## src/hdl/pdsp_pkg.sv

```systemverilog
// Shared types, codes and character constants of the PDF date string parser.
// No dependencies; every other file of the block refers to it by scoped names.
package pdsp_pkg;

  typedef struct packed {
    logic [7:0] char_code;
    logic       last_char;
  } in_t;

  typedef struct packed {
    logic        [2:0]  status;
    logic        [13:0] year_value;
    logic        [6:0]  month_value;
    logic        [6:0]  day_value;
    logic        [6:0]  hour_value;
    logic        [6:0]  minute_value;
    logic        [6:0]  second_value;
    logic signed [19:0] offset_seconds;
  } out_t;

  typedef enum logic [1:0] {
    ZONE_NONE,
    ZONE_Z,
    ZONE_PLUS,
    ZONE_MINUS
  } zone_kind_t;

  // Result status codes; a smaller nonzero code wins.
  localparam logic [2:0] ST_OK     = 3'd0;
  localparam logic [2:0] ST_LENGTH = 3'd1;
  localparam logic [2:0] ST_PREFIX = 3'd2;
  localparam logic [2:0] ST_DIGIT  = 3'd3;
  localparam logic [2:0] ST_ZONE   = 3'd4;
  localparam logic [2:0] ST_SEP    = 3'd5;

  // Bit n set: position n holds a decimal digit.
  localparam logic [31:0] DIGIT_MASK = 32'h0036_FFFC;

  localparam logic [7:0] CH_D     = 8'h44;
  localparam logic [7:0] CH_COLON = 8'h3A;
  localparam logic [7:0] CH_QUOTE = 8'h27;
  localparam logic [7:0] CH_Z     = 8'h5A;
  localparam logic [7:0] CH_PLUS  = 8'h2B;
  localparam logic [7:0] CH_MINUS = 8'h2D;
  localparam logic [7:0] CH_ZERO  = 8'h30;
  localparam logic [7:0] CH_NINE  = 8'h39;

  localparam logic [4:0] POS_PREFIX_D     = 5'd0;
  localparam logic [4:0] POS_PREFIX_COLON = 5'd1;
  localparam logic [4:0] POS_ZONE         = 5'd16;
  localparam logic [4:0] POS_SEP          = 5'd19;
  localparam logic [4:0] POS_TRAIL        = 5'd22;
  localparam logic [4:0] POS_MAX          = 5'd31;

  localparam logic [5:0] LEN_YEAR_ONLY  = 6'd6;
  localparam logic [5:0] LEN_YEAR_MONTH = 6'd8;
  localparam logic [5:0] LEN_ZULU       = 6'd17;
  localparam logic [5:0] LEN_FULL       = 6'd23;

  localparam logic [18:0] SECS_PER_HOUR = 19'd3600;
  localparam logic [12:0] SECS_PER_MIN  = 13'd60;

  // One classified character on its way from front to back.
  typedef struct packed {
    logic [4:0] pos;
    logic       digit_en;
    logic [3:0] digit;
    zone_kind_t zone;
    logic [2:0] err;
    logic       last;
  } entry_t;

  typedef struct packed {
    logic full;
    logic not_empty;
  } queue_status_t;

  function automatic logic [2:0] merge_error(input logic [2:0] cur, input logic [2:0] e);
    if (e != ST_OK && (cur == ST_OK || e < cur)) begin
      return e;
    end
    return cur;
  endfunction

endpackage

```

## src/hdl/pdsp_front.sv

```systemverilog
// Front end: accepts characters, tracks the position in the string and
// classifies each character into a queue entry. Depends on pdsp_pkg.
module pdsp_front (
  input  logic                   clk,
  input  logic                   rst,
  input  logic                   in_valid,
  output logic                   in_stall,
  input  pdsp_pkg::in_t          in_data,
  input  logic                   trailing_quote_required,
  input  pdsp_pkg::queue_status_t q_status,
  output logic                   push,
  output pdsp_pkg::entry_t       push_entry
);

  logic [4:0] pos;
  logic [4:0] pos_next;
  logic       is_digit;
  logic [7:0] c;

  assign in_stall = q_status.full;
  assign push     = in_valid && !in_stall;
  assign c        = in_data.char_code;
  assign is_digit = (c >= pdsp_pkg::CH_ZERO) && (c <= pdsp_pkg::CH_NINE);

  always_comb begin
    push_entry          = '0;
    push_entry.pos      = pos;
    push_entry.last     = in_data.last_char;
    push_entry.digit_en = pdsp_pkg::DIGIT_MASK[pos] && is_digit;
    push_entry.digit    = c[3:0];
    push_entry.zone     = pdsp_pkg::ZONE_NONE;
    push_entry.err      = pdsp_pkg::ST_OK;
    case (pos)
      pdsp_pkg::POS_PREFIX_D: begin
        if (c != pdsp_pkg::CH_D) push_entry.err = pdsp_pkg::ST_PREFIX;
      end
      pdsp_pkg::POS_PREFIX_COLON: begin
        if (c != pdsp_pkg::CH_COLON) push_entry.err = pdsp_pkg::ST_PREFIX;
      end
      pdsp_pkg::POS_ZONE: begin
        if (c == pdsp_pkg::CH_Z) push_entry.zone = pdsp_pkg::ZONE_Z;
        else if (c == pdsp_pkg::CH_PLUS) push_entry.zone = pdsp_pkg::ZONE_PLUS;
        else if (c == pdsp_pkg::CH_MINUS) push_entry.zone = pdsp_pkg::ZONE_MINUS;
        else push_entry.err = pdsp_pkg::ST_ZONE;
      end
      pdsp_pkg::POS_SEP: begin
        if (c != pdsp_pkg::CH_QUOTE) push_entry.err = pdsp_pkg::ST_SEP;
      end
      pdsp_pkg::POS_TRAIL: begin
        if (trailing_quote_required && c != pdsp_pkg::CH_QUOTE) begin
          push_entry.err = pdsp_pkg::ST_SEP;
        end
      end
      default: begin
        if (pdsp_pkg::DIGIT_MASK[pos] && !is_digit) push_entry.err = pdsp_pkg::ST_DIGIT;
      end
    endcase
  end

  // Advance, saturating; restart on the last character.
  always_comb begin
    pos_next = pos;
    if (push) begin
      if (in_data.last_char) pos_next = '0;
      else if (pos != pdsp_pkg::POS_MAX) pos_next = pos + 5'd1;
    end
  end

  always_ff @(posedge clk) begin
    if (rst) begin
      pos <= '0;
    end else begin
      pos <= pos_next;
    end
  end

`ifndef SYNTH
  a_pos_restart: assert property (@(posedge clk) disable iff (rst)
    push && in_data.last_char |=> pos == 5'd0)
    else $error("position not restarted after last character");
`endif

endmodule

```

## src/hdl/pdsp_queue.sv

```systemverilog
// Short FIFO of classified characters between front and back end.
// Depends on pdsp_pkg for the entry and status types.
module pdsp_queue #(
  parameter int DEPTH = 2
) (
  input  logic                    clk,
  input  logic                    rst,
  input  logic                    push,
  input  pdsp_pkg::entry_t        push_entry,
  input  logic                    pop,
  output pdsp_pkg::entry_t        head,
  output pdsp_pkg::queue_status_t q_status
);

  localparam int PW = (DEPTH > 1) ? $clog2(DEPTH) : 1;
  localparam int CW = $clog2(DEPTH + 1);

  pdsp_pkg::entry_t slots [DEPTH];
  logic [PW-1:0] wr_ptr;
  logic [PW-1:0] rd_ptr;
  logic [CW-1:0] count;

  assign q_status.full      = (count == CW'(DEPTH));
  assign q_status.not_empty = (count != '0);
  assign head               = slots[rd_ptr];

  always_ff @(posedge clk) begin
    if (push) slots[wr_ptr] <= push_entry;
  end

  always_ff @(posedge clk) begin
    if (rst) begin
      wr_ptr <= '0;
      rd_ptr <= '0;
      count  <= '0;
    end else begin
      if (push) wr_ptr <= (wr_ptr == PW'(DEPTH - 1)) ? '0 : wr_ptr + 1'b1;
      if (pop) rd_ptr <= (rd_ptr == PW'(DEPTH - 1)) ? '0 : rd_ptr + 1'b1;
      if (push && !pop) count <= count + 1'b1;
      else if (pop && !push) count <= count - 1'b1;
    end
  end

`ifndef SYNTH
  a_count_bound: assert property (@(posedge clk) disable iff (rst)
    count <= CW'(DEPTH))
    else $error("queue count above depth");
  a_no_overflow: assert property (@(posedge clk) disable iff (rst)
    !(push && q_status.full))
    else $error("push into full queue");
`endif

endmodule

```

## src/hdl/pdsp_back.sv

```systemverilog
// Back end: builds the date fields from queued characters, merges errors and
// forms the result in an output register. Depends on pdsp_pkg.
module pdsp_back (
  input  logic                    clk,
  input  logic                    rst,
  input  logic                    trailing_quote_required,
  input  pdsp_pkg::entry_t        head,
  input  pdsp_pkg::queue_status_t q_status,
  output logic                    pop,
  output logic                    out_valid,
  input  logic                    out_stall,
  output pdsp_pkg::out_t          out_data
);

  logic [13:0] year_acc, year_next;
  logic [6:0]  month_acc, month_next;
  logic [6:0]  day_acc, day_next;
  logic [6:0]  hour_acc, hour_next;
  logic [6:0]  minute_acc, minute_next;
  logic [6:0]  second_acc, second_next;
  logic [18:0] zone_hour_secs, zone_hour_secs_next;
  logic [12:0] zone_min_secs, zone_min_secs_next;
  pdsp_pkg::zone_kind_t zone_kind, zone_kind_next;
  logic [2:0]  error_code, error_code_next;
  logic [5:0]  len;
  logic [2:0]  st;
  logic [19:0] offset_mag;
  logic        out_free;
  logic        load;
  pdsp_pkg::out_t result;

  assign out_free = !out_valid || !out_stall;
  assign pop      = q_status.not_empty && (!head.last || out_free);
  assign load     = pop && head.last;

  always_comb begin
    year_next           = year_acc;
    month_next          = month_acc;
    day_next            = day_acc;
    hour_next           = hour_acc;
    minute_next         = minute_acc;
    second_next         = second_acc;
    zone_hour_secs_next = zone_hour_secs;
    zone_min_secs_next  = zone_min_secs;
    zone_kind_next      = zone_kind;
    if (head.digit_en) begin
      if (head.pos inside {[5'd2:5'd5]}) begin
        year_next = year_acc * 14'd10 + {10'd0, head.digit};
      end else if (head.pos inside {[5'd6:5'd7]}) begin
        month_next = month_acc * 7'd10 + {3'd0, head.digit};
      end else if (head.pos inside {[5'd8:5'd9]}) begin
        day_next = day_acc * 7'd10 + {3'd0, head.digit};
      end else if (head.pos inside {[5'd10:5'd11]}) begin
        hour_next = hour_acc * 7'd10 + {3'd0, head.digit};
      end else if (head.pos inside {[5'd12:5'd13]}) begin
        minute_next = minute_acc * 7'd10 + {3'd0, head.digit};
      end else if (head.pos inside {[5'd14:5'd15]}) begin
        second_next = second_acc * 7'd10 + {3'd0, head.digit};
      end else if (head.pos inside {[5'd16:5'd18]}) begin
        // zone hours kept directly in seconds
        zone_hour_secs_next = zone_hour_secs * 19'd10
                            + {15'd0, head.digit} * pdsp_pkg::SECS_PER_HOUR;
      end else begin
        zone_min_secs_next = zone_min_secs * 13'd10
                           + {9'd0, head.digit} * pdsp_pkg::SECS_PER_MIN;
      end
    end
    if (head.pos == pdsp_pkg::POS_ZONE) zone_kind_next = head.zone;
    error_code_next = pdsp_pkg::merge_error(error_code, head.err);
  end

  // Final checks and result on the last character.
  always_comb begin
    len = {1'b0, head.pos} + 6'd1;
    st  = error_code_next;
    if (len inside {[6'd0:6'd5], 6'd7, 6'd9, 6'd11, 6'd13, 6'd15, 6'd18, 6'd20,
                    6'd21, [6'd24:6'd63]}) begin
      st = pdsp_pkg::merge_error(st, pdsp_pkg::ST_LENGTH);
    end
    if (zone_kind_next == pdsp_pkg::ZONE_Z && len != pdsp_pkg::LEN_ZULU) begin
      st = pdsp_pkg::merge_error(st, pdsp_pkg::ST_ZONE);
    end
    if (trailing_quote_required) begin
      if (len < pdsp_pkg::LEN_FULL) st = pdsp_pkg::merge_error(st, pdsp_pkg::ST_SEP);
    end else begin
      if (len >= pdsp_pkg::LEN_FULL) st = pdsp_pkg::merge_error(st, pdsp_pkg::ST_SEP);
    end
    offset_mag    = {1'b0, zone_hour_secs_next} + {7'd0, zone_min_secs_next};
    result        = '0;
    result.status = st;
    if (st == pdsp_pkg::ST_OK) begin
      result.year_value   = year_next;
      result.month_value  = (len == pdsp_pkg::LEN_YEAR_ONLY) ? 7'd1 : month_next;
      result.day_value    = (len <= pdsp_pkg::LEN_YEAR_MONTH) ? 7'd1 : day_next;
      result.hour_value   = hour_next;
      result.minute_value = minute_next;
      result.second_value = second_next;
      case (zone_kind_next)
        pdsp_pkg::ZONE_PLUS:  result.offset_seconds = $signed(offset_mag);
        pdsp_pkg::ZONE_MINUS: result.offset_seconds = $signed(-offset_mag);
        default:              result.offset_seconds = '0;
      endcase
    end
  end

  always_ff @(posedge clk) begin
    if (rst || load) begin
      year_acc       <= '0;
      month_acc      <= '0;
      day_acc        <= '0;
      hour_acc       <= '0;
      minute_acc     <= '0;
      second_acc     <= '0;
      zone_hour_secs <= '0;
      zone_min_secs  <= '0;
      zone_kind      <= pdsp_pkg::ZONE_NONE;
      error_code     <= pdsp_pkg::ST_OK;
    end else if (pop) begin
      year_acc       <= year_next;
      month_acc      <= month_next;
      day_acc        <= day_next;
      hour_acc       <= hour_next;
      minute_acc     <= minute_next;
      second_acc     <= second_next;
      zone_hour_secs <= zone_hour_secs_next;
      zone_min_secs  <= zone_min_secs_next;
      zone_kind      <= zone_kind_next;
      error_code     <= error_code_next;
    end
  end

  // Hold the result until taken.
  always_ff @(posedge clk) begin
    if (rst) begin
      out_valid <= 1'b0;
    end else if (load) begin
      out_valid <= 1'b1;
    end else if (!out_stall) begin
      out_valid <= 1'b0;
    end
  end

  always_ff @(posedge clk) begin
    if (load) out_data <= result;
  end

`ifndef SYNTH
  a_load_free: assert property (@(posedge clk) disable iff (rst)
    load |-> out_free)
    else $error("result overwritten before transaction");
  a_clear_after_last: assert property (@(posedge clk) disable iff (rst)
    load |=> error_code == pdsp_pkg::ST_OK && zone_kind == pdsp_pkg::ZONE_NONE)
    else $error("string state not cleared after result");
  a_error_zero_fields: assert property (@(posedge clk) disable iff (rst)
    out_valid && out_data.status != pdsp_pkg::ST_OK
      |-> out_data.year_value == '0 && out_data.offset_seconds == '0)
    else $error("fields not zero on error status");
`endif

endmodule

```

## src/hdl/pdf_date_string_parser_unit.sv

```systemverilog
// PDF date string parser, top level: one character per transaction on the
// input channel, one result per string on the output channel. It sustains one
// character per cycle while the queue has room: the front end classifies each
// character into a queue of QUEUE_DEPTH entries; the back end retires one per
// cycle, except a last character while a result waits untaken, and registers
// the result. Input stalls only on a full queue, when a result waits untaken
// and the next string's last character reaches the back end. The user must
// write the configuration register only between strings; it is not enforced.
// Depends on pdsp_pkg, pdsp_front, pdsp_queue and pdsp_back.
module pdf_date_string_parser_unit #(
  parameter int QUEUE_DEPTH = 2
) (
  input  logic           clk,
  input  logic           rst,
  input  logic           in_valid,
  output logic           in_stall,
  input  pdsp_pkg::in_t  in_data,
  output logic           out_valid,
  input  logic           out_stall,
  output pdsp_pkg::out_t out_data,
  input  logic           cfg_valid,
  output logic           cfg_ready,
  input  logic           cfg_data
);

  logic                    trailing_quote_required;
  logic                    push;
  logic                    pop;
  pdsp_pkg::entry_t        push_entry;
  pdsp_pkg::entry_t        head;
  pdsp_pkg::queue_status_t q_status;

  assign cfg_ready = 1'b1;

  always_ff @(posedge clk) begin
    if (rst) begin
      trailing_quote_required <= 1'b0;
    end else if (cfg_valid && cfg_ready) begin
      trailing_quote_required <= cfg_data;
    end
  end

  pdsp_front u_front (
    .clk                     (clk),
    .rst                     (rst),
    .in_valid                (in_valid),
    .in_stall                (in_stall),
    .in_data                 (in_data),
    .trailing_quote_required (trailing_quote_required),
    .q_status                (q_status),
    .push                    (push),
    .push_entry              (push_entry)
  );

  pdsp_queue #(
    .DEPTH (QUEUE_DEPTH)
  ) u_queue (
    .clk        (clk),
    .rst        (rst),
    .push       (push),
    .push_entry (push_entry),
    .pop        (pop),
    .head       (head),
    .q_status   (q_status)
  );

  pdsp_back u_back (
    .clk                     (clk),
    .rst                     (rst),
    .trailing_quote_required (trailing_quote_required),
    .head                    (head),
    .q_status                (q_status),
    .pop                     (pop),
    .out_valid               (out_valid),
    .out_stall               (out_stall),
    .out_data                (out_data)
  );

endmodule

```

## config.mk

```make
export PLATFORM = sky130hd
export DESIGN_NAME = pdf_date_string_parser_unit
export DESIGN_NICKNAME = d
export VERILOG_FILES = /design/src/hdl/pdsp_pkg.sv /design/src/hdl/pdsp_front.sv /design/src/hdl/pdsp_queue.sv /design/src/hdl/pdsp_back.sv /design/src/hdl/pdf_date_string_parser_unit.sv
export SDC_FILE = /design/constraint.sdc
export NUM_CORES = 1
export LEC_CHECK = 0
export ABC_AREA = 1
export BUFFER_PORTS_ARGS = -buffer_cell sky130_fd_sc_hd__buf_2
export CAP_MARGIN = 10
export CORE_ASPECT_RATIO = 0.5
export CORE_MARGIN = 4
export CORE_UTILIZATION = 50
export CTS_CLUSTER_SIZE = 28
export DETAILED_ROUTE_END_ITERATION = 6
export PLACE_DENSITY = 0.65
export SKIP_LAST_GASP = 1
export SLEW_MARGIN = 5
export SYNTH_ARGS = -nofsm -noshare
export SYNTH_HDL_FRONTEND = slang
export SYNTH_SLANG_ARGS = --single-unit
```

## constraint.sdc

```tcl
create_clock -name clk -period 11.2 [get_ports clk]
set_clock_uncertainty 0.1 [all_clocks]
set_input_delay 1.68 -clock clk [delete_from_list [all_inputs] [get_ports clk]]
set_output_delay 1.68 -clock clk [all_outputs]
set_load 0.05 [all_outputs]
```

# After elaboration in Yosys (flattened, before gate mapping)
# Memories as Yosys holds them, arrays and structs flattened. A register that Yosys moved wholly into a read port is not among the register bits.
# Cells that the tools add are included.
# classes
mux	99
n_reduce_logical	48
n_mul	10
bitwise	1
eq_ne	27
n_addsub	16
magnitude_cmp	28
# op_table
op	n
7-bit two-way mux	25
19-bit two-way mux	8
13-bit two-way mux	8
3-bit two-way mux	19
20-bit one-hot mux with 2 select lines	1
7-bit by 4-bit adder with 7-bit output	5
7-bit by 3-bit multiplier with 6-bit output (second input constant)	5
14-bit two-way mux	2
6-bit by 4-bit equality test with 1-bit output (second input constant)	4
1-bit two-way mux	21
19-bit by 13-bit adder with 20-bit output	1
5-bit equality test (second input constant)	4
5-bit by 4-bit greater-or-equal comparator with 1-bit output (second input constant)	4
5-bit by 4-bit <= comparator with 1-bit output (second input constant)	4
1-bit logical AND	20
2-bit two-way mux	10
5-bit two-way mux	4
20-bit negator	1
19-bit by 16-bit adder with 19-bit output	1
19-bit by 3-bit multiplier with 18-bit output (second input constant)	1
6-bit by 5-bit equality test with 1-bit output (second input constant)	3
8-bit by 6-bit equality test with 1-bit output (second input constant)	2
8-bit by 6-bit != test with 1-bit output (second input constant)	2
3-bit zero test	5
47 further kinds	69
# word_totals
inputBits	15
register_bits	169
romBits	32
memories	2
mem_bits_rw	32
elab_cells	257
# memory_table
name	words	width	rd	rd_clocked_by_memory_dff	write_ports	line	text
(name not given)	32	1	1	1	0	pdsp_front.sv:29	push_entry.digit_en = pdsp_pkg::DIGIT_MASK[pos] && is_digit;
u_queue.slots	2	16	1	1	1	pdsp_queue.sv:18	pdsp_pkg::entry_t slots [DEPTH];

# Logic depth before layout (Yosys ltp)
# Gate-level depths: netlist of run 1.
# depth
word_depth	28
depth_mapped	41
ltp_nobuf	40

# By module
# Synthesis of run 1 repeated with hierarchy kept, for this count alone.
# hier_totals
cells_unflattened	1950
area_unflattened_um2	15308.4
# modules_own_cells
mod	instances	area_each_um2	cells_each
pdsp_back	1	13102.6	1740
pdsp_queue	1	1436.4	83
pdsp_front	1	713.2	118
pdf_date_string_parser_unit	1	56.3	9

# Worst setup path after synthesis of run 1
# No wires, ideal clock.
# synth_path
kind	reg2reg
startpoint	register (tool-made name)
endpoint	register u_back.out_data[19] (netlist name)
slack_ps	4379
path_stages_with_launch	39
path_buffers	2
arrival_ps	6467
required_ps	10845
setup_time_ps	255
path_cell_list	dfxtp_1 buf_6 buf_2 o21ai_0 inv_1 fa_1 fa_1 inv_1 fa_1 inv_1 ha_1 inv_1 o21ai_0 a21o_1 a21oi_1 o21ai_0 a21oi_1 nor2_1 (+3 left out) ha_1 nand2_1 nor2_1 nand3_1 o2111ai_1 nand2_1 inv_1 nor2_1 inv_1 nand3_1 inv_1 nand2_1 nand2_1 nand3_2 nor2_2 nand3_1 a21oi_1 nor2_1

==> impl_metrics.csv, run 1 <==
group,metric,value,unit
hold_path,min_path_type,"reg -> reg",
cts,cts_sinks,203,
yosys,synth_cells,1949,
cells_and_area,num_antenna_cells,0,
placed_design,portBuffers,88,
cts,clk_path_buf_depth,3,
yosys,yosys_warnings,0,
yosys,yosys.cell_types.count,59,
timing,tightestPinTransition,1.118,ns
routing,antenna_left,0,
floorplanning,die_h,131.2,microns
routing,drt_pre_antenna_iters,5,
yosys,ys.flop_type,"edfxtp_1",
timing,finalSetupTns,0,ns
yosys,synth-seq-cells,203,
floorplanning,io_pins,90,
timing,slew_viol_final,0,
routing,drt_iter0_markers,766,
cts,clk_latency,0.52,ns
yosys,syn_nets,2152,
placed_design,hpwlAfterDp,27010,microns
cts,cts_root_buf,"clkbuf_16",
timing,finalCritPeriodShare,0.6771,
grt,grt_pass1_vias,12011,
worst_setup_path,critPathMaxFanout,20,
outcome,status,"completed",
timing,relSlewSlack,0.2546,
routing,num_vias,12597,
routing,viasPerCell,5.180,
timing,timing.hold.ws,0.3721,ns
grt,antenna_found_initial,0,
worst_setup_path,worstSetupPathType,"reg -> reg",
routing,wl_per_cell,14.85,microns
yosys,synth_edf_count,104,
worst_setup_path,path_common_cell,"inv_1",
timing,finalHoldViolCount,0,
worst_setup_path,slowest_stage,"fa_1",
yosys,ys_seq_area_frac,0.3366,
routing,post-route-drc-count,0,
grt,grt-ovfl-total,0,
cts,cts_resized,0,
yosys,syn_area_per_cell,7.782,sq um
floorplanning,num_rows,44,
yosys,syn_area,15170,sq um
worst_setup_path,cpPeakStageDelay,0.65,ns
grt,grt_max_degree,102,
placed_design,gp_congestion,0.9139,
grt,grt_pass1_wl,59950,microns
timing,max_freq,0.1319,GHz
cts,clk_pin_slew,0.07,ns
cells_and_area,layout.nets,2230,
floorplanning,die_x,254.3,microns
floorplanning,initial_core_util,0.5150,
worst_setup_path,end_kind,"flip-flop",
worst_setup_path,arrival,7.76,ns
floorplanning,die-area,33350,sq um
timing,finalCriticalPeriod,7.584,ns
cells_and_area,drive_gt1_frac,0.09897,
cells_and_area,syn_to_final_growth,9.932,%
cts,h-tree-depth,1,
cts,holdBufCountCts,0,
floorplanning,core_area,29450,sq um
timing,rsz0062_at_grt,"false",
routing,wirelength,36120,microns
cts,cts_tree,"done",
timing,finalSetupViolCount,0,
cts,cts_setup_buffers,0,
yosys,async_reset_ff_frac,0,
cts,numCtsBuffers,21,
grt,grt_usage,0.2165,
worst_setup_path,worstPathRequired,11.38,ns
worst_setup_path,crit_path_start_kind,"flip-flop",
job,cap_violations,0,
## Yosys cell counts (4+ instances only)
cell / count / area share
buf_2: 5 / 0.0016
mux2i_1: 4 / 0.0026
o21ai_2: 5 / 0.0029
fa_1: 22 / 0.029
xor2_1: 64 / 0.037
nor2_4: 4 / 0.0030
nand2_2: 5 / 0.0021
edfxtp_1: 104 / 0.21
buf_6: 4 / 0.0030
nand3b_1: 4 / 0.0020
o21ai_0: 128 / 0.042
xnor2_1: 50 / 0.029
a31oi_1: 8 / 0.0033
inv_1: 289 / 0.072
nand3_1: 83 / 0.027
o21ai_1: 6 / 0.0020
a21oi_1: 106 / 0.035
buf_1: 8 / 0.0020
clkbuf_1: 26 / 0.0064
ha_1: 166 / 0.14
dfxtp_1: 99 / 0.13
o211ai_1: 41 / 0.020
inv_2: 8 / 0.0020
nand4_1: 14 / 0.0058
nor2_1: 177 / 0.044
a211oi_1: 6 / 0.0030
nor2_2: 12 / 0.0049
nand2_1: 413 / 0.10
nor3_1: 19 / 0.0063
a21o_1: 8 / 0.0040
or2_2: 14 / 0.0058
## cells in the final DEF (no fill, tap or decap), types with 64 or more instances in the layout
cell and n:
edfxtp_1 104, a21oi_1 106, nand3_1 83, dfxtp_1 99, nor2_1 176, nand2_1 412, inv_1 287, o21ai_0 127
xor2_1 64, buf_2 88, ha_1 166
## flip-flops by register name (all words and copies together) (netlist names), 2 cells and up, named ones only
name / count
u_back.out_data: 72
u_queue.slots: 32
u_back.zone_hour_secs: 19
u_back.year_acc: 14
u_back.zone_min_secs: 13
u_back.day_acc: 7
u_back.hour_acc: 7
u_back.minute_acc: 7
u_back.month_acc: 7
u_back.second_acc: 7
u_front.pos: 5
u_back.error_code: 3
u_back.zone_kind: 2
u_queue.count: 2
## final cells by class
type	instances	area, sq um
fillers	2794	12780
multi-input cells	1402	8742
well taps	391	489.2
flip-flops and latches	203	5105
clock inverters	9	111.4
repair buffers	100	530.5
clock buffers	28	571.8
inverters	299	1124
## worst max-delay path, delay by kind of cell, from the launching register on
| family | cells | cell delay, ns |
|---|---|---|
| AO/OA/AOI/OAI | 8 | 1.33 |
| flip-flops | 1 | 0.31 |
| AND/OR/NAND/NOR | 15 | 1.60 |
| adder cells (fa/ha/maj) | 5 | 2.37 |
| buffers and inverters | 10 | 1.46 |
| XOR/XNOR | 1 | 0.15 |
## metal layers
metal,GRT usage,vias to the layer above,part of all wire
met5,0,-,0
met1,0.2987,5781,0.48
met4,0.04717,0,0.021
li1,-,6553,-
met2,0.3679,212,0.46
met3,0.02587,51,0.038
## stage by stage
stage                     utilization  setup WS (ns)  cells  instance area [sq um]
after floorplan                     -          4.379   1949                  15170
after global placement         0.5429          3.796   2395                  15990
after detailed placement       0.5429          3.646   2395                  15990
after CTS                      0.5661          3.593   2432                  16670
after global routing           0.5661          2.788   2432                  16670
final                          0.5661          3.616   2432                  16670
## kinds of logic (layout without fill, tap and decap cells)
family | after synthesis | count (layout) | share of synthesized area
buffers and inverters | 344 | 436 | 0.08786
XOR/XNOR | 114 | 114 | 0.06583
flip-flops | 203 | 203 | 0.3366
AND/OR/NAND/NOR | 767 | 767 | 0.2162
AO/OA/AOI/OAI | 328 | 328 | 0.1247
adder cells (fa/ha/maj) | 188 | 188 | 0.1660
multiplexers | 4 | 4 | 0.002640
other | 1 | 1 | 0.0002472
## worst paths after layout
| path | start | slack [ns] | end | cells past startpoint |
|---|---|---|---|---|
| setup / recovery | flip-flop | 3.62 | u_back.out_data[19] | 39 |
| hold reg to reg | u_queue.rd_ptr | 0.37 | u_queue.rd_ptr | 1 |
| setup reg to reg | flip-flop | 3.62 | u_back.out_data[19] | 39 |
| hold / removal | u_queue.rd_ptr | 0.37 | u_queue.rd_ptr | 1 |
Power of run 1 is left out: the tool's default activity adds up to more than one toggle a clock period on the data nets, which glitch-free logic cannot reach.
==> run 2, diff against run 1 <==
==> constraint.sdc (replaced) <==
create_clock -name clk -period 7.5 [get_ports clk]
set_clock_uncertainty 0.1 [all_clocks]
set_input_delay 1.125 -clock clk [delete_from_list [all_inputs] [get_ports clk]]
set_output_delay 1.125 -clock clk [all_outputs]
set_load 0.05 [all_outputs]
==> run 2 against run 1 <==
Wire length grew 1.4%. Global-route usage grew 0.38 points. Worst hold slack worse by 0.018 ns. Setup slack got worse by 2.9 ns. Critical endpoint unchanged. Clock-buffer cell count shrank 5.
==> impl_metrics.csv, run 2 (synthesis results as in run 1) <==
group,metric,value,unit
cells_and_area,largest_register,"u_back.out_data",
cts,cts_root_buf,"clkbuf_16",
grt,grt_max_degree,90,
worst_setup_path,cpPeakStageDelay,0.61,ns
timing,max_freq,0.1482,GHz
routing,wirelength,36620,microns
cts,cts_sinks,203,
worst_setup_path,end_kind,"flip-flop",
floorplanning,die_h,131.2,microns
routing,viasPerCell,5.142,
worst_setup_path,slowest_stage,"fa_1",
cells_and_area,largest_reg_flops,72,
job,cap_violations,0,
routing,num_vias,12562,
worst_setup_path,critPathMaxFanout,14,
grt,grt-ovfl-total,0,
floorplanning,core_area,29450,sq um
cts,cts_tree,"done",
floorplanning,die-area,33350,sq um
cells_and_area,final_common_cell,"nand2_1",
cts,clk_latency,0.53,ns
worst_setup_path,worstPathRequired,7.68,ns
grt,antenna_found_initial,0,
cells_and_area,drive_gt1_frac,0.1038,
cts,cts_setup_buffers,0,
cells_and_area,layout.nets,2239,
timing,finalCriticalPeriod,6.749,ns
worst_setup_path,worstSetupPathType,"reg -> reg",
floorplanning,io_pins,90,
routing,wl_per_cell,14.99,microns
routing,antenna_left,0,
cts,clk_path_buf_depth,3,
timing,finalSetupTns,0,ns
floorplanning,num_rows,44,
cells_and_area,mostFrequentLayoutCells,"413 x nand2_1, 287 x inv_1, 176 x nor2_1",
hold_path,hp-start,"u_queue.rd_ptr",
grt,grt_pass1_wl,60800,microns
routing,post-route-drc-count,0,
grt,grt_usage,0.2203,
outcome,status,"completed",
placed_design,hpwlAfterDp,27640,microns
cells_and_area,num_antenna_cells,0,
timing,finalCritPeriodShare,0.8999,
floorplanning,die_x,254.3,microns
timing,finalSetupViolCount,0,
cells_and_area,syn_to_final_growth,10.56,%
grt,grt_pass1_vias,11923,
placed_design,gp_congestion,0.9654,
timing,relSlewSlack,0.3629,
cts,h-tree-depth,1,
hold_path,min_path_type,"reg -> reg",
timing,tightestPinTransition,0.9521,ns
cts,cts_resized,0,
routing,drt_iter0_markers,725,
worst_setup_path,crit_path_start_kind,"flip-flop",
timing,finalHoldViolCount,0,
cts,holdBufCountCts,0,
placed_design,portBuffers,88,
cts,clk_pin_slew,0.07,ns
floorplanning,initial_core_util,0.5150,
cells_and_area,fillers,2750,
cells_and_area,top_regs,"u_back.out_data (72), u_queue.slots (32), u_back.zone_hour_secs (19)",
cts,numCtsBuffers,22,
timing,slew_viol_final,0,
routing,drt_pre_antenna_iters,5,
timing,rsz0062_at_grt,"false",
worst_setup_path,path_common_cell,"inv_1",
worst_setup_path,arrival,6.93,ns
-- run 2: final timing paths --
path | end | slack [ns] | cells after the start
worst max-delay path | u_back.out_data[19] | 0.75 | 40
worst min-delay path | u_queue.rd_ptr | 0.35 | 1
worst max register to register | u_back.out_data[19] | 0.75 | 40
worst min register to register | u_queue.rd_ptr | 0.35 | 1
-- run 2: metal layers --
layer  vias up  part of all wire  global-route usage
met4         0             0.025             0.05326
met1      5693              0.48              0.3065
met2       227              0.45              0.3681
met5         -                 0                   0
li1       6582                 -                   -
met3        60             0.042             0.02686
-- run 2: final cells by class --
class,count,area [sq um],area share
sequential,203,5105,0.3044
timing repair buffer,108,590.6,0.03522
inverter,299,1124,0.06700
multi-input combinational,1402,8740,0.5212
clock buffer,23,575.6,0.03432
clock inverter,17,145.1,0.008655
tap,391,489.2,0.02917
-- run 2: through the flow --
step | util | worst slack (ns) | instances | instance area (sq um) | hold WS (ns)
finish | 0.5693 | 0.7511 | 2443 | 16770 | 0.3546
global route | 0.5693 | 0.05794 | 2443 | 16770 | 0.3798
CTS | 0.5693 | 0.7411 | 2443 | 16770 | 0.3587
detailed placement | 0.5449 | 0.7685 | 2403 | 16050 | 0.3496
global placement | 0.5449 | 0.9443 | 2403 | 16050 | 0.3456
floorplan | - | 0.6787 | 1949 | 15170 | 0.3255
-- run 2: critical path, delay by kind of cell, from the launching register on --
| kind | cells | cell delay [ns] |
|---|---|---|
| buffers and inverters | 11 | 0.97 |
| DFF | 1 | 0.34 |
| xor gates and xnor gates | 1 | 0.07 |
| and+or+nand+nor | 14 | 1.52 |
| AOI/OAI and AO/OA | 9 | 1.18 |
| adders and majority gates | 5 | 2.27 |
Power of run 2 is left out for the same reason.
==> run 3, diff against run 2 <==
--- a/config.mk
+++ b/config.mk
@@ -13,7 +13,7 @@
 export CORE_UTILIZATION = 50
 export CTS_CLUSTER_SIZE = 28
 export DETAILED_ROUTE_END_ITERATION = 6
-export PLACE_DENSITY = 0.65
+export PLACE_DENSITY_LB_ADDON = 0.15
 export SKIP_LAST_GASP = 1
 export SLEW_MARGIN = 5
 export SYNTH_ARGS = -nofsm -noshare
==> run 3 against run 2 <==
Die area stayed put. Global-route usage is 0.42 points lower. Utilization is 0.30 points higher. Clock-buffer cell count is 5 higher. Worst hold slack better by 0.017 ns. Cell count hardly changed. Setup slack worse by 0.20 ns.
==> impl_metrics.csv, run 3 (synthesis results as in run 1) <==
group,metric,value,unit
outcome,status,"completed",
cells_and_area,num_antenna_cells,0,
routing,drt_iter0_markers,739,
routing,num_vias,12626,
hold_path,min_path_type,"reg -> reg",
placed_design,portBuffers,88,
cells_and_area,multi_input_area,8741,sq um
cts,clk_pin_slew,0.06,ns
grt,antenna_found_initial,0,
worst_setup_path,critPathMaxFanout,15,
worst_setup_path,path_common_cell,"inv_1",
grt,grt_pass1_vias,12080,
worst_setup_path,arrival,7.12,ns
grt,grt_max_degree,95,
timing,relSlewSlack,0.3746,
cells_and_area,syn_to_final_growth,11.14,%
floorplanning,initial_core_util,0.5150,
timing,rsz0062_at_grt,"false",
cts,cts_sinks,203,
routing,post-route-drc-count,0,
grt,grt_usage,0.2161,
timing,finalCritPeriodShare,0.9268,
floorplanning,die_h,131.2,microns
grt,grt-ovfl-total,0,
cells_and_area,top_regs,"u_back.out_data (72), u_queue.slots (32), u_back.zone_hour_secs (19)",
grt,grt_pass1_wl,60260,microns
routing,wirelength,35870,microns
timing,slew_viol_final,0,
cells_and_area,final_cell_count_no_fill,2444,
floorplanning,io_pins,90,
floorplanning,core_area,29450,sq um
cells_and_area,final_common_cell,"nand2_1",
timing,finalSetupTns,0,ns
placed_design,dp.cells,2403,
worst_setup_path,worstPathRequired,7.67,ns
routing,viasPerCell,5.166,
timing,finalHoldViolCount,0,
timing,max_freq,0.1439,GHz
cells_and_area,largest_reg_flops,72,
timing,finalCriticalPeriod,6.951,ns
placed_design,hpwlAfterDp,27000,microns
cells_and_area,mostFrequentLayoutCells,"413 x nand2_1, 286 x inv_1, 177 x nor2_1",
routing,drt_pre_antenna_iters,5,
worst_setup_path,cpPeakStageDelay,0.62,ns
floorplanning,die_x,254.3,microns
worst_setup_path,crit_path_start_kind,"flip-flop",
cts,clk_latency,0.53,ns
cts,cts_root_buf,"clkbuf_16",
floorplanning,num_rows,44,
routing,wl_per_cell,14.68,microns
timing,timing.hold.ws,0.3718,ns
cts,clk_path_buf_depth,3,
worst_setup_path,worstSetupPathType,"reg -> reg",
worst_setup_path,slowest_stage,"fa_1",
cts,h-tree-depth,1,
timing,finalSetupViolCount,0,
worst_setup_path,end_kind,"flip-flop",
cells_and_area,fillers,2747,
cells_and_area,seq_area,5105,sq um
placed_design,gp_congestion,0.9144,
cells_and_area,drive_gt1_frac,0.1047,
timing,tightestPinTransition,0.9381,ns
job,cap_violations,0,
cells_and_area,layout.nets,2241,
floorplanning,die-area,33350,sq um
cts,holdBufCountCts,0,
cts,numCtsBuffers,22,
cts,cts_tree,"done",
cells_and_area,largest_register,"u_back.out_data",
routing,antenna_left,0,
==> run 3: cell type report <==
cell class	instances	share of cell area
clock buffers	28	0.03585
clock inverters	11	0.01091
inverters	299	0.06688
multi-input cells	1402	0.5186
flip-flops and latches	203	0.3028
well taps	391	0.02902
repair buffers	110	0.03593
==> run 3: per-stage QoR <==
stage	instance area [sq um]	util	setup slack, ns
final	16860	0.5723	0.5493
after global routing	16860	0.5723	0.05265
after CTS	16830	0.5715	0.4405
after detailed placement	16050	0.5448	0.4959
after global placement	16050	0.5448	0.6014
after floorplan	15170	-	0.6787
==> run 3: final timing paths <==
kind | startpoint | cells past startpoint | to | slack, ns
max | flip-flop | 39 | u_back.out_data[19] | 0.55
min | u_queue.rd_ptr | 1 | u_queue.rd_ptr | 0.37
max reg2reg | flip-flop | 39 | u_back.out_data[19] | 0.55
min reg2reg | u_queue.rd_ptr | 1 | u_queue.rd_ptr | 0.37
==> run 3: metal layers <==
metal,GRT usage,up-vias,wire length [microns]
met5,0,-,0
met4,0.04534,0,779
met3,0.02567,46,1322
met2,0.3608,227,16380
met1,0.3042,5783,17390
li1,-,6570,-
==> run 3: repair_timing <==
| item | CTS | global route |
|---|---|---|
| endpoints found under the setup margin | 0 | 4 |
| buffers inserted | 0 | 2 |
| resized for setup | 0 | 5 |
| endpoints found under the hold margin | 0 | 0 |
==> run 3: critical path: cells and delay by family (launching register included) <==
| family | cells | cell delay [ns] |
|---|---|---|
| adder cells (fa/ha/maj) | 5 | 2.39 |
| AND/OR/NAND/NOR | 14 | 1.60 |
| AO/OA/AOI/OAI | 9 | 1.09 |
| buffers and inverters | 10 | 1.03 |
| flip-flops | 1 | 0.38 |
| XOR/XNOR | 1 | 0.13 |
Power of run 3 is left out for the same reason.
